[config.mk]
export PLATFORM = sky130hd
export DESIGN_NAME = button_press_classifier_flat
export DESIGN_NICKNAME = d
export VERILOG_FILES = /design/src/rtl/bpc_pkg.sv /design/src/rtl/bpc_press_if.sv /design/src/rtl/bpc_event_if.sv /design/src/rtl/bpc_cfg_if.sv /design/src/rtl/button_press_classifier.sv /design/src/flat_wrapper.sv
export SDC_FILE = /design/constraint.sdc
export NUM_CORES = 1
export LEC_CHECK = 0
export BUFFER_PORTS_ARGS = -buffer_cell sky130_fd_sc_hd__buf_2
export CAP_MARGIN = 20
export CORE_MARGIN = 2
export CORE_UTILIZATION = 40
export CTS_CLUSTER_DIAMETER = 120
export DETAILED_ROUTE_END_ITERATION = 10
export GPL_TIMING_DRIVEN = 0
export PLACE_DENSITY = 0.63
export SETUP_SLACK_MARGIN = 0.15
export SYNTH_ARGS = -nofsm -noshare
export SYNTH_HDL_FRONTEND = slang
export SYNTH_SLANG_ARGS = --single-unit
[constraint.sdc]
create_clock -name clk -period 3.7 [get_ports clk]
set_clock_uncertainty 0.2 [all_clocks]
set_input_delay 0.185 -clock clk [delete_from_list [all_inputs] [get_ports clk]]
set_output_delay 0.185 -clock clk [all_outputs]
set_load 0.02 [all_outputs]
[src/rtl/bpc_pkg.sv]
// Package for the button press classifier: phase codes, register indexes,
// event kinds, field widths and register reset values.
// No dependencies.
`default_nettype none

package bpc_pkg;

  localparam int DEB_W       = 10;
  localparam int LONG_W      = 16;
  localparam int LED_CNT_W   = 4;
  localparam int LED_IDX_W   = 4;
  localparam int CFG_INDEX_W = 2;
  localparam int CFG_DATA_W  = 16;

  localparam logic [DEB_W-1:0]     DEB_MAX              = '1;
  localparam logic [DEB_W-1:0]     DEBOUNCE_TICKS_RESET = DEB_W'(50);
  localparam logic [LONG_W-1:0]    LONG_PRESS_RESET     = LONG_W'(750);
  localparam logic [LED_CNT_W-1:0] LED_COUNT_RESET      = LED_CNT_W'(3);

  typedef enum logic [2:0] {
    PH_IDLE          = 3'd0,
    PH_DEB_PRESS     = 3'd1,
    PH_HELD          = 3'd2,
    PH_DEB_REL_SHORT = 3'd3,
    PH_WAIT_REL      = 3'd4,
    PH_DEB_REL_LONG  = 3'd5
  } phase_t;

  typedef enum logic [CFG_INDEX_W-1:0] {
    REG_DEBOUNCE_TICKS   = 2'd0,
    REG_LONG_PRESS_TICKS = 2'd1,
    REG_LED_COUNT        = 2'd2
  } cfg_reg_t;

  typedef enum logic {
    EV_MODE_CHANGE = 1'b0,
    EV_LED_SELECT  = 1'b1
  } event_kind_t;

endpackage

`default_nettype wire

[src/rtl/bpc_press_if.sv]
// Input channel of the button press classifier: one sampled button level per item.
// Depends on nothing.
`default_nettype none

interface bpc_press_if;
  logic valid;
  logic ready;
  logic button_pressed;

  modport source (output valid, output button_pressed, input ready);
  modport sink   (input valid, input button_pressed, output ready);
endinterface

`default_nettype wire

[src/rtl/bpc_event_if.sv]
// Result channel of the button press classifier: event kind and LED index.
// Depends on bpc_pkg.
`default_nettype none

interface bpc_event_if;
  logic                        valid;
  logic                        ready;
  logic                        event_kind;
  logic [bpc_pkg::LED_IDX_W-1:0] led_index;

  modport source (output valid, output event_kind, output led_index, input ready);
  modport sink   (input valid, input event_kind, input led_index, output ready);
endinterface

`default_nettype wire

[src/rtl/bpc_cfg_if.sv]
// Configuration write channel of the button press classifier.
// Depends on bpc_pkg.
`default_nettype none

interface bpc_cfg_if;
  logic                            valid;
  logic                            ready;
  logic [bpc_pkg::CFG_INDEX_W-1:0] index;
  logic [bpc_pkg::CFG_DATA_W-1:0]  data;

  modport source (output valid, output index, output data, input ready);
  modport sink   (input valid, input index, input data, output ready);
endinterface

`default_nettype wire

[src/rtl/button_press_classifier.sv]
// Button press classifier top level: debounce, hold counter, LED selection,
// and a two-entry result buffer (output register plus skid register).
// Depends on bpc_pkg, bpc_press_if, bpc_event_if, bpc_cfg_if.
//
//   channel | dir | payload                      | handshake
//   press   | in  | button_pressed               | valid/ready
//   evt     | out | event_kind, led_index        | valid/ready
//   cfg     | in  | index, data                  | valid/ready, always ready
//
// One item per cycle while press.ready is high; each accepted item updates
// the phase, counters and selection in the same cycle, and any result lands
// in the output register, which drives evt, or in the skid register while
// the output register is stalled. press.ready drops only while both result
// registers are full, or during rst. rst (synchronous) clears phase, counters,
// selection, result buffer and returns the registers to 50, 750 and 3.
`default_nettype none

module button_press_classifier #(
  parameter int HOLD_COUNT_WIDTH = 16,
  parameter int LED_INDEX_WIDTH  = 4
) (
  input  wire          clk,
  input  wire          rst,
  bpc_press_if.sink    press,
  bpc_event_if.source  evt,
  bpc_cfg_if.sink      cfg
);

  localparam int HOLD_CMP_W = (HOLD_COUNT_WIDTH > bpc_pkg::LONG_W) ?
                              HOLD_COUNT_WIDTH : bpc_pkg::LONG_W;
  localparam int SEL_CMP_W  = (LED_INDEX_WIDTH > bpc_pkg::LED_CNT_W) ?
                              LED_INDEX_WIDTH : bpc_pkg::LED_CNT_W;
  localparam logic [HOLD_COUNT_WIDTH-1:0] HOLD_MAX = '1;

  logic [bpc_pkg::DEB_W-1:0]     debounce_ticks;
  logic [bpc_pkg::LONG_W-1:0]    long_press_ticks;
  logic [bpc_pkg::LED_CNT_W-1:0] led_count;

  bpc_pkg::phase_t               press_phase, press_phase_next;
  logic [bpc_pkg::DEB_W-1:0]     debounce_count, debounce_count_next;
  logic [HOLD_COUNT_WIDTH-1:0]   hold_count, hold_count_next;
  logic [LED_INDEX_WIDTH-1:0]    led_sel, led_sel_next;

  logic [HOLD_COUNT_WIDTH-1:0]   hold_inc;
  logic [bpc_pkg::DEB_W-1:0]     deb_inc;
  logic                          deb_done;
  logic                          hold_limit;
  logic                          sel_wrap;
  logic [SEL_CMP_W-1:0]          sel_ext;
  logic                          pressed;

  logic                          res_valid;
  bpc_pkg::event_kind_t          res_kind;
  logic [bpc_pkg::LED_IDX_W-1:0] res_index;

  logic                          out_valid;
  bpc_pkg::event_kind_t          out_kind;
  logic [bpc_pkg::LED_IDX_W-1:0] out_index;
  logic                          skid_valid;
  bpc_pkg::event_kind_t          skid_kind;
  logic [bpc_pkg::LED_IDX_W-1:0] skid_index;

  logic press_fire;
  logic evt_fire;
  logic push;

  assign press.ready = !skid_valid && !rst;
  assign cfg.ready   = 1'b1;
  assign press_fire  = press.valid && press.ready;
  assign evt_fire    = out_valid && evt.ready;
  assign push        = press_fire && res_valid;
  assign pressed     = press.button_pressed;

  assign hold_inc   = (hold_count != HOLD_MAX) ? hold_count + 1'b1 : hold_count;
  assign deb_inc    = (debounce_count != bpc_pkg::DEB_MAX) ?
                      debounce_count + 1'b1 : debounce_count;
  assign deb_done   = deb_inc >= debounce_ticks;
  assign hold_limit = HOLD_CMP_W'(hold_inc) >= HOLD_CMP_W'(long_press_ticks);
  assign sel_wrap   = SEL_CMP_W'(led_sel) >= SEL_CMP_W'(led_count);

  // phase transitions
  always_comb begin
    press_phase_next = press_phase;
    case (press_phase)
      bpc_pkg::PH_DEB_PRESS: begin
        if (!pressed) begin
          press_phase_next = bpc_pkg::PH_IDLE;
        end else if (deb_done) begin
          press_phase_next = bpc_pkg::PH_HELD;
        end
      end
      bpc_pkg::PH_HELD: begin
        if (hold_limit) begin
          press_phase_next = bpc_pkg::PH_WAIT_REL;
        end else if (!pressed) begin
          press_phase_next = bpc_pkg::PH_DEB_REL_SHORT;
        end
      end
      bpc_pkg::PH_DEB_REL_SHORT: begin
        if (pressed) begin
          press_phase_next = bpc_pkg::PH_HELD;
        end else if (deb_done) begin
          press_phase_next = bpc_pkg::PH_IDLE;
        end
      end
      bpc_pkg::PH_WAIT_REL: begin
        if (!pressed) begin
          press_phase_next = bpc_pkg::PH_DEB_REL_LONG;
        end
      end
      bpc_pkg::PH_DEB_REL_LONG: begin
        if (pressed) begin
          press_phase_next = bpc_pkg::PH_WAIT_REL;
        end else if (deb_done) begin
          press_phase_next = bpc_pkg::PH_IDLE;
        end
      end
      default: begin
        press_phase_next = pressed ? bpc_pkg::PH_DEB_PRESS : bpc_pkg::PH_IDLE;
      end
    endcase
  end

  // counters, selection and result
  always_comb begin
    debounce_count_next = debounce_count;
    hold_count_next     = hold_count;
    led_sel_next        = led_sel;
    res_valid           = 1'b0;
    res_kind            = bpc_pkg::EV_MODE_CHANGE;
    case (press_phase)
      bpc_pkg::PH_DEB_PRESS: begin
        hold_count_next = hold_inc;
        if (pressed) begin
          debounce_count_next = deb_inc;
        end
      end
      bpc_pkg::PH_HELD: begin
        hold_count_next = hold_inc;
        if (hold_limit) begin
          led_sel_next = sel_wrap ? '0 : led_sel + 1'b1;
          res_valid    = 1'b1;
          res_kind     = bpc_pkg::EV_LED_SELECT;
        end else if (!pressed) begin
          debounce_count_next = '0;
        end
      end
      bpc_pkg::PH_DEB_REL_SHORT: begin
        hold_count_next = hold_inc;
        if (!pressed) begin
          debounce_count_next = deb_inc;
          res_valid           = deb_done && (led_sel != '0);
        end
      end
      bpc_pkg::PH_WAIT_REL: begin
        if (!pressed) begin
          debounce_count_next = '0;
        end
      end
      bpc_pkg::PH_DEB_REL_LONG: begin
        if (!pressed) begin
          debounce_count_next = deb_inc;
        end
      end
      default: begin
        if (pressed) begin
          debounce_count_next = '0;
          hold_count_next     = '0;
        end
      end
    endcase
  end

  assign sel_ext   = SEL_CMP_W'(led_sel_next);
  assign res_index = sel_ext[bpc_pkg::LED_IDX_W-1:0];

  always_ff @(posedge clk) begin
    if (rst) begin
      debounce_ticks   <= bpc_pkg::DEBOUNCE_TICKS_RESET;
      long_press_ticks <= bpc_pkg::LONG_PRESS_RESET;
      led_count        <= bpc_pkg::LED_COUNT_RESET;
    end else if (cfg.valid && cfg.ready) begin
      case (cfg.index)
        bpc_pkg::REG_DEBOUNCE_TICKS:
          debounce_ticks <= cfg.data[bpc_pkg::DEB_W-1:0];
        bpc_pkg::REG_LONG_PRESS_TICKS:
          long_press_ticks <= cfg.data[bpc_pkg::LONG_W-1:0];
        bpc_pkg::REG_LED_COUNT:
          led_count <= cfg.data[bpc_pkg::LED_CNT_W-1:0];
        default: begin
        end
      endcase
    end
  end

  always_ff @(posedge clk) begin
    if (rst) begin
      press_phase    <= bpc_pkg::PH_IDLE;
      debounce_count <= '0;
      hold_count     <= '0;
      led_sel        <= '0;
    end else if (press_fire) begin
      press_phase    <= press_phase_next;
      debounce_count <= debounce_count_next;
      hold_count     <= hold_count_next;
      led_sel        <= led_sel_next;
    end
  end

  always_ff @(posedge clk) begin
    if (rst) begin
      out_valid  <= 1'b0;
      skid_valid <= 1'b0;
    end else if (skid_valid) begin
      if (evt_fire) begin
        skid_valid <= 1'b0;
      end
    end else if (push) begin
      if (out_valid && !evt_fire) begin
        skid_valid <= 1'b1;
      end else begin
        out_valid <= 1'b1;
      end
    end else if (evt_fire) begin
      out_valid <= 1'b0;
    end
  end

  always_ff @(posedge clk) begin
    if (skid_valid) begin
      if (evt_fire) begin
        out_kind  <= skid_kind;
        out_index <= skid_index;
      end
    end else if (push) begin
      if (out_valid && !evt_fire) begin
        skid_kind  <= res_kind;
        skid_index <= res_index;
      end else begin
        out_kind  <= res_kind;
        out_index <= res_index;
      end
    end
  end

  assign evt.valid      = out_valid;
  assign evt.event_kind = out_kind;
  assign evt.led_index  = out_index;

endmodule

`default_nettype wire

[src/flat_wrapper.sv]
// flat-port wrapper written by rule: the top's interface ports become plain ports
module button_press_classifier_flat 
#(
  parameter int HOLD_COUNT_WIDTH = 16,
  parameter int LED_INDEX_WIDTH  = 4
)
  (clk, rst, press_valid, press_button_pressed, press_ready, evt_valid, evt_event_kind, evt_led_index, evt_ready, cfg_valid, cfg_index, cfg_data, cfg_ready);
  bpc_press_if press_i ();
  bpc_event_if evt_i ();
  bpc_cfg_if cfg_i ();
  input  wire clk;
  input  wire rst;
  input wire logic [$bits(press_i.valid)-1:0] press_valid;
  input wire logic [$bits(press_i.button_pressed)-1:0] press_button_pressed;
  output wire logic [$bits(press_i.ready)-1:0] press_ready;
  output wire logic [$bits(evt_i.valid)-1:0] evt_valid;
  output wire logic [$bits(evt_i.event_kind)-1:0] evt_event_kind;
  output wire logic [$bits(evt_i.led_index)-1:0] evt_led_index;
  input wire logic [$bits(evt_i.ready)-1:0] evt_ready;
  input wire logic [$bits(cfg_i.valid)-1:0] cfg_valid;
  input wire logic [$bits(cfg_i.index)-1:0] cfg_index;
  input wire logic [$bits(cfg_i.data)-1:0] cfg_data;
  output wire logic [$bits(cfg_i.ready)-1:0] cfg_ready;
  assign press_i.valid = press_valid;
  assign press_i.button_pressed = press_button_pressed;
  assign press_ready = press_i.ready;
  assign evt_valid = evt_i.valid;
  assign evt_event_kind = evt_i.event_kind;
  assign evt_led_index = evt_i.led_index;
  assign evt_i.ready = evt_ready;
  assign cfg_i.valid = cfg_valid;
  assign cfg_i.index = cfg_index;
  assign cfg_i.data = cfg_data;
  assign cfg_ready = cfg_i.ready;
  button_press_classifier #(.HOLD_COUNT_WIDTH(HOLD_COUNT_WIDTH), .LED_INDEX_WIDTH(LED_INDEX_WIDTH)) u_core (.clk(clk), .rst(rst), .press(press_i), .evt(evt_i), .cfg(cfg_i));
endmodule
# --- Word level (Yosys, flattened, before mapping) ---
# Index checks and enable logic that the tools add are counted.
classes:
  n_addsub: 3
  order_cmp: 3
  n_eq_ne: 18
  mux: 42
  bitwise: 2
  n_reduce_logical: 27
ops:
  columns: ["operator", "count"]
  rows:
  - ["$mux 10", 6]
  - ["$pmux 10 s4", 1]
  - ["$mux 16", 2]
  - ["$pmux 16 s2", 1]
  - ["$mux 4", 7]
  - ["$mux 3", 8]
  - ["$add 16x1->16 const B", 1]
  - ["$ge 16x16->1", 1]
  - ["$ne 16x16->1 const B", 1]
  - ["$mux 1", 15]
  - ["$pmux 3 s5", 1]
  - ["$ne 2x2->1 const B", 6]
  - ["$reduce_and 3->1", 4]
  - ["$add 10x1->10 const B", 1]
  - ["$ge 10x10->1", 1]
  - ["$ne 10x10->1 const B", 1]
  - ["$reduce_bool 4->1", 2]
  - ["$eq 3x2->1 const B", 2]
  - ["$eq 3x3->1 const B", 2]
  - ["$logic_and 1x1->1", 6]
  - ["$ne 3x2->1 const B", 2]
  - ["$reduce_and 2->1", 3]
  - ["$reduce_bool 2->1", 3]
  - ["$reduce_and 5->1", 1]
  - ["13 further kinds", 17]
word_totals:
  ff_bits: 75
  input_bits: 24
  output_inout_bits: 8

# --- Logic depth before layout (Yosys ltp) ---
depth:
  ltp_word: 9
  mapped_depth: 17

# --- Worst setup path before layout ---
# No wires, ideal clock.
synth_timing:
  kind: "reg-to-reg"
  from: "register u_core.hold_count[9]"
  to: "register u_core.out_index (netlist bit u_core.evt.led_index[0]) (data pin)"
  setup_time_ns: 0.260
  arrival_time_ns: 3.414
  required_time_ns: 3.240
  setup_slack_ns: -0.174
  path_stages_with_launch: 16
  synth_period_minus_slack_ns: 3.874
  cell_sequence: "dfxtp_1 > clkbuf_1 > and4_1 > nand4_1 > o21ai_1 > nor2_1 > xor2_1 > ha_1 > a21o_1 > a221oi_2 > o21ai_1 > a311oi_1 > buf_4 > nor2_1 > mux2_2 > mux2_2"
synth_via:
  elab_chain_cells: 8
  elab_cells_between_ends: 9
  cone_classes: "add/sub (1); order compare (1); eq/ne (1); mux (6)"
synth_rtl:
  columns: ["element", "line", "text"]
  rows:
  - ["from (decl)", "button_press_classifier.sv:41", "logic [HOLD_COUNT_WIDTH-1:0] hold_count, hold_count_next;"]
  - ["from (signal assigned)", "button_press_classifier.sv:205", "hold_count <= hold_count_next;"]
  - ["$add 16x1->16 or $ne 16x16->1 (tied branches)", "button_press_classifier.sv:74", "assign hold_inc = (hold_count != HOLD_MAX) ? hold_count + 1'b1 : hold_count;"]
  - ["$mux 16 *", "button_press_classifier.sv:74", null]
  - ["$ge 16x16->1 *", "button_press_classifier.sv:78", "assign hold_limit = HOLD_CMP_W'(hold_inc) >= HOLD_CMP_W'(long_press_ticks);"]
  - ["$mux 4 *", "button_press_classifier.sv:140", "if (hold_limit) begin"]
  - ["$mux 4 *", "button_press_classifier.sv:131", "case (press_phase)"]
  - ["named net u_core.led_sel_next[0]", "button_press_classifier.sv:42", "logic [LED_INDEX_WIDTH-1:0] led_sel, led_sel_next;"]
  - ["$mux 4 *", "button_press_classifier.sv:236", "if (out_valid && !evt_fire) begin"]
  - ["$mux 4 *", "button_press_classifier.sv:235", "end else if (push) begin"]
  - ["$mux 4 *", "button_press_classifier.sv:230", "if (skid_valid) begin"]
  - ["to (signal assigned)", "button_press_classifier.sv:233", "out_index <= skid_index;"]
  - ["to (signal assigned)", "button_press_classifier.sv:241", "out_index <= res_index;"]
  - ["to (decl)", "button_press_classifier.sv:58", "logic [bpc_pkg::LED_IDX_W-1:0] out_index;"]
# Mark *: on every way through the listed nets, which the timed path passes. The rest lies on a longest branch. The select of a mux whose other input is x is not followed.
# A chain may end at the register's enable or synchronous reset.

# --- Worst setup path after layout ---
layout_timing:
  from: "register u_core.hold_count[1]"
  to: "register u_core.debounce_count[3] in the netlist's numbering"
layout_via:
  elab_chain_cells: 5
  elab_cells_between_ends: 6
  cone_classes: "add/sub (1); order compare (1); eq/ne (2); mux (1); reduce/logical (1)"
layout_rtl:
  columns: ["element", "line", "text"]
  rows:
  - ["$add 16x1->16 or $ne 16x16->1 (tied branches)", "button_press_classifier.sv:74", null]
  - ["$mux 16 *", "button_press_classifier.sv:74", null]
  - ["$ge 16x16->1 *", "button_press_classifier.sv:78", null]
  - ["$ne 2x2->1 (no line) *", null, null]
  - ["$reduce_and 5->1 (no line) *", null, null]
  - ["to (signal assigned)", "button_press_classifier.sv:204", "debounce_count <= debounce_count_next;"]
  - ["to (decl)", "button_press_classifier.sv:40", "logic [bpc_pkg::DEB_W-1:0] debounce_count, debounce_count_next;"]
# Every way passes the cells marked *; elsewhere a longest branch is shown, timed or not.

==> results.md <==
- Maximum clock insertion buffer count: 2
- CTS tree: built
- Final instance area: 5950 µm²
- GRT Resource Usage Total: 0.211
- Num CTS Buffers: 9
- Final non-filler cell total: 802
- CP endpoint: u_core.debounce_count[3]
- Fin crit period: between 3 and 4 ns
- Peak VDD IR: 154 µV
- Async set-or-reset flop fraction in the synthesized netlist: 0
- Diodes inserted: 0
- Area occupied by multi-input gates: 3010 µm²
- Sequential Area: 1620 µm²
- PwrDens: 267 nW/µm²
- Ys flop type: dfxtp_1
- Netlist cell types: 58
- Final period util: 1.04
- CP arrival: just under 4 ns
- Area post-placement: 4890 µm²
- Die area: 12100 µm²
- Mapped Cells: 562
- Commonest non-fill, non-tap cell in the layout: nand2_1
- Post-synth EDFFs: 10
- Filler instances: roughly 1000
- Type of the tightest min-delay check: primary input to flop
- Worst skew pair latency: 0.36 ns
- Post-synthesis register bit count: 75
- Layout Nets: ~720
- Placer Congestion: 0.883
- CP Class: flop to flop
- Slew Limit Fails: 0
- Core area: 10900 µm²
- Most frequent cells in the layout: nand2_1, dfxtp_1, nor2_1
- Slew HR: 0.314
- Clock power share: 0.378
- R2R Path End: u_core.debounce_count[3]
- DRT iter0 DRCs: ~260
- Vias: 4403
- Worst EP required: between 3 and 4 ns
- Synthesized Nets: 622
- Crit path launch type: flop
- Starting Density: 0.413
- Clock slew at reported path FFs: 0.08 ns
- Status: complete, but fails checks
- Port buffer count: 29
- Layout cell share with drive strength beyond 1: 0.246
- Final Hold Fails: 0
- DRT antenna net count: 0
- Reg2reg path depth: 18
- Die width: 110 µm
- Worst-Margin Slew: 1.02 ns
- Sw power: 0.000414 W
- Worst Path Max Fanout: 7
- CP Capture Type: flop
- Pre-antenna DRT Iters: 5
- Warning count from the yosys run: 0
- Drt drc: 0
- Internal power: 0.00118 W
- Global-route wire length before repair: 20.0 mm
- Max-cap violations: 0
- Row count: 38
- Post-synthesis cell area: 4500 µm²
- Endpoints failing setup: 23
- DRT Wirelength: 12.3 mm
- Max Clock Freq: between 0.2 and 0.3 GHz
- Largest net degree at the start of global routing: 13
- Pleak: 2.50 nW
- R2r startpoint: u_core.hold_count[1]
- Wire per inst: 15.4 µm
- RSZ-0062 raised after global routing: true
- H-tree depth: 3
- Share of total power in sequential cells: 0.527
- Number of I/O pins: 32
- Die span in y: 110 µm
- Vias in the first global route: 4181
- Sequential element share of the synthesized area: 0.356
- Initial antenna violation count: 0
- Placed insts: 731
- Root buffer cell: clkbuf_8
- R2R setup slack: -0.16 ns
- CTS Sinks: 75
- P&R area growth vs syn: 32.2%
- Sw Ratio: 0.260
- Critical Path Source: u_core.hold_count[1]
- Via-to-Cell Ratio: 5.49
- HPWL after detailed placement: approximately 8.1 mm
- Failing checks: negative setup slack
- GR Overflow Total: 0
- Syn Area/Cell: 8.01 µm²
- PnR worst setup slack: -0.156 ns
- Comb pwr share: 0.095
metrics by stage:
stage                     hold WS [ns]   util  power, W  TNS, ns  worst slack, ns
final                           0.0291  0.546   0.00159    -2.05           -0.156
after global routing            0.0372  0.546   0.00165    -5.49           -0.281
after CTS                       0.0168  0.527   0.00159   -0.743          -0.0753
after detailed placement         0.233  0.449  0.000978   -18.62           -0.657
after global placement           0.231  0.449  0.000973   -16.87           -0.581
after floorplan                  0.121      -  0.000933        0            0.104
final cells by class:
| type | instances | area share |
|---|---|---|
| plain buffers | 28 | 0.0294 |
| clock buffers | 12 | 0.0263 |
| clock inverters | 4 | 0.00400 |
| inverters | 44 | 0.0282 |
| multi-input cells | 416 | 0.506 |
| flip-flops and latches | 75 | 0.272 |
| well taps | 140 | 0.0294 |
| repair buffers | 83 | 0.104 |
cell families (layout without fill, tap and decap cells):
kind of cell,count (synthesis),in the layout,share of synthesized area
buffers and inverters,72,171,0.0620
DFF,75,75,0.356
xor gates and xnor gates,16,16,0.0311
adders and majority gates,36,36,0.100
other,1,1,0.000833
muxes,10,10,0.0239
AOI/OAI and AO/OA,143,144,0.208
and+or+nand+nor,209,209,0.218
flip-flops by register name, summed over array words and instances, names as in the netlist, 3 cells and up:
signal,flops
u_core.debounce_ticks,10
u_core.debounce_count,10
u_core.long_press_ticks,16
u_core.evt.led_index,4
u_core.led_sel,4
u_core.press_phase,3
u_core.hold_count,16
u_core.skid_index,4
u_core.led_count,4
power by group through the flow:
stage          sequential (W)  clock (W)  combinational, W
2_1_floorplan        0.000858          0         0.0000752
3_3_place_gp         0.000859          0          0.000114
3_5_place_dp         0.000860          0          0.000118
4_1_cts              0.000839   0.000610          0.000142
5_1_grt              0.000840   0.000646          0.000165
6_report             0.000838   0.000601          0.000151
worst min-delay path by stage:
stage	cells after the start	start	end	slack (ns)
floorplan	2	cfg_data[2]	u_core.debounce_ticks[2]	0.12
global placement	3	cfg_data[15]	u_core.long_press_ticks[15]	0.23
detailed placement	3	cfg_data[14]	u_core.long_press_ticks[14]	0.23
CTS	4	cfg_index[0]	u_core.debounce_ticks[9]	0.02
global route	4	cfg_index[1]	u_core.debounce_ticks[9]	0.04
finish	4	cfg_index[1]	u_core.debounce_ticks[9]	0.03
critical path, stage by stage, from the launching register on:
cell and delay (ns):
dfxtp_4 0.36, ha_4 0.16, and2_4 0.15, nand4_1 0.10, buf_6 0.14, o21ai_4 0.09, nor2_4 0.20, nand3_2 0.13
xnor2_2 0.24, ha_1 0.29, nand4_1 0.08, nor2_1 0.06, a211o_1 0.30, a311oi_2 0.18, buf_4 0.17, buf_8 0.14
o211ai_4 0.11, or4_1 0.54, a21oi_1 0.13
cells in the mapped netlist, types with 5 or more instances:
library cell | instances | area (µm²)
o21ai_0 | 25 | 125
dfxtp_1 | 65 | 1300
nor2_1 | 53 | 199
nand3_1 | 20 | 100
o21a_1 | 5 | 37.5
and3_1 | 5 | 31.3
nand2b_1 | 12 | 75.1
nand4_1 | 7 | 43.8
a21oi_1 | 40 | 200
o211ai_1 | 6 | 45.0
edfxtp_1 | 10 | 300
a211oi_1 | 7 | 52.6
a31oi_1 | 10 | 62.6
a22o_1 | 8 | 70.1
nor3_1 | 9 | 45.0
a21o_1 | 5 | 37.5
mux2_2 | 6 | 67.6
or3_1 | 8 | 50.1
clkbuf_1 | 23 | 86.3
xnor2_1 | 11 | 96.3
o21ai_1 | 8 | 40.0
ha_1 | 36 | 450
o31ai_1 | 6 | 45.0
nand2_1 | 73 | 274
xor2_1 | 5 | 43.8
inv_1 | 42 | 158
per-layer routing:
| layer | vias up | share of wire | routed length (µm) | GRT usage |
|---|---|---|---|---|
| met5 | - | 0 | 0 | 0 |
| met1 | 2086 | 0.45 | 5540 | 0.276 |
| met4 | 0 | 0.012 | 143 | 0.0714 |
| li1 | 2182 | - | - | - |
| met3 | 16 | 0.049 | 602 | 0.0400 |
| met2 | 119 | 0.49 | 6030 | 0.351 |
what timing repair did:
action / CTS / global route
hold buffers: 19 / 0
pin swaps: 24 / 32
gates resized for setup: 64 / 34
cloned: 2 / 0
setup buffers: 24 / 10
hold endpoints to repair: 33 / 0
setup endpoints to repair: 39 / 39
(Power assumes the default switching activity.)
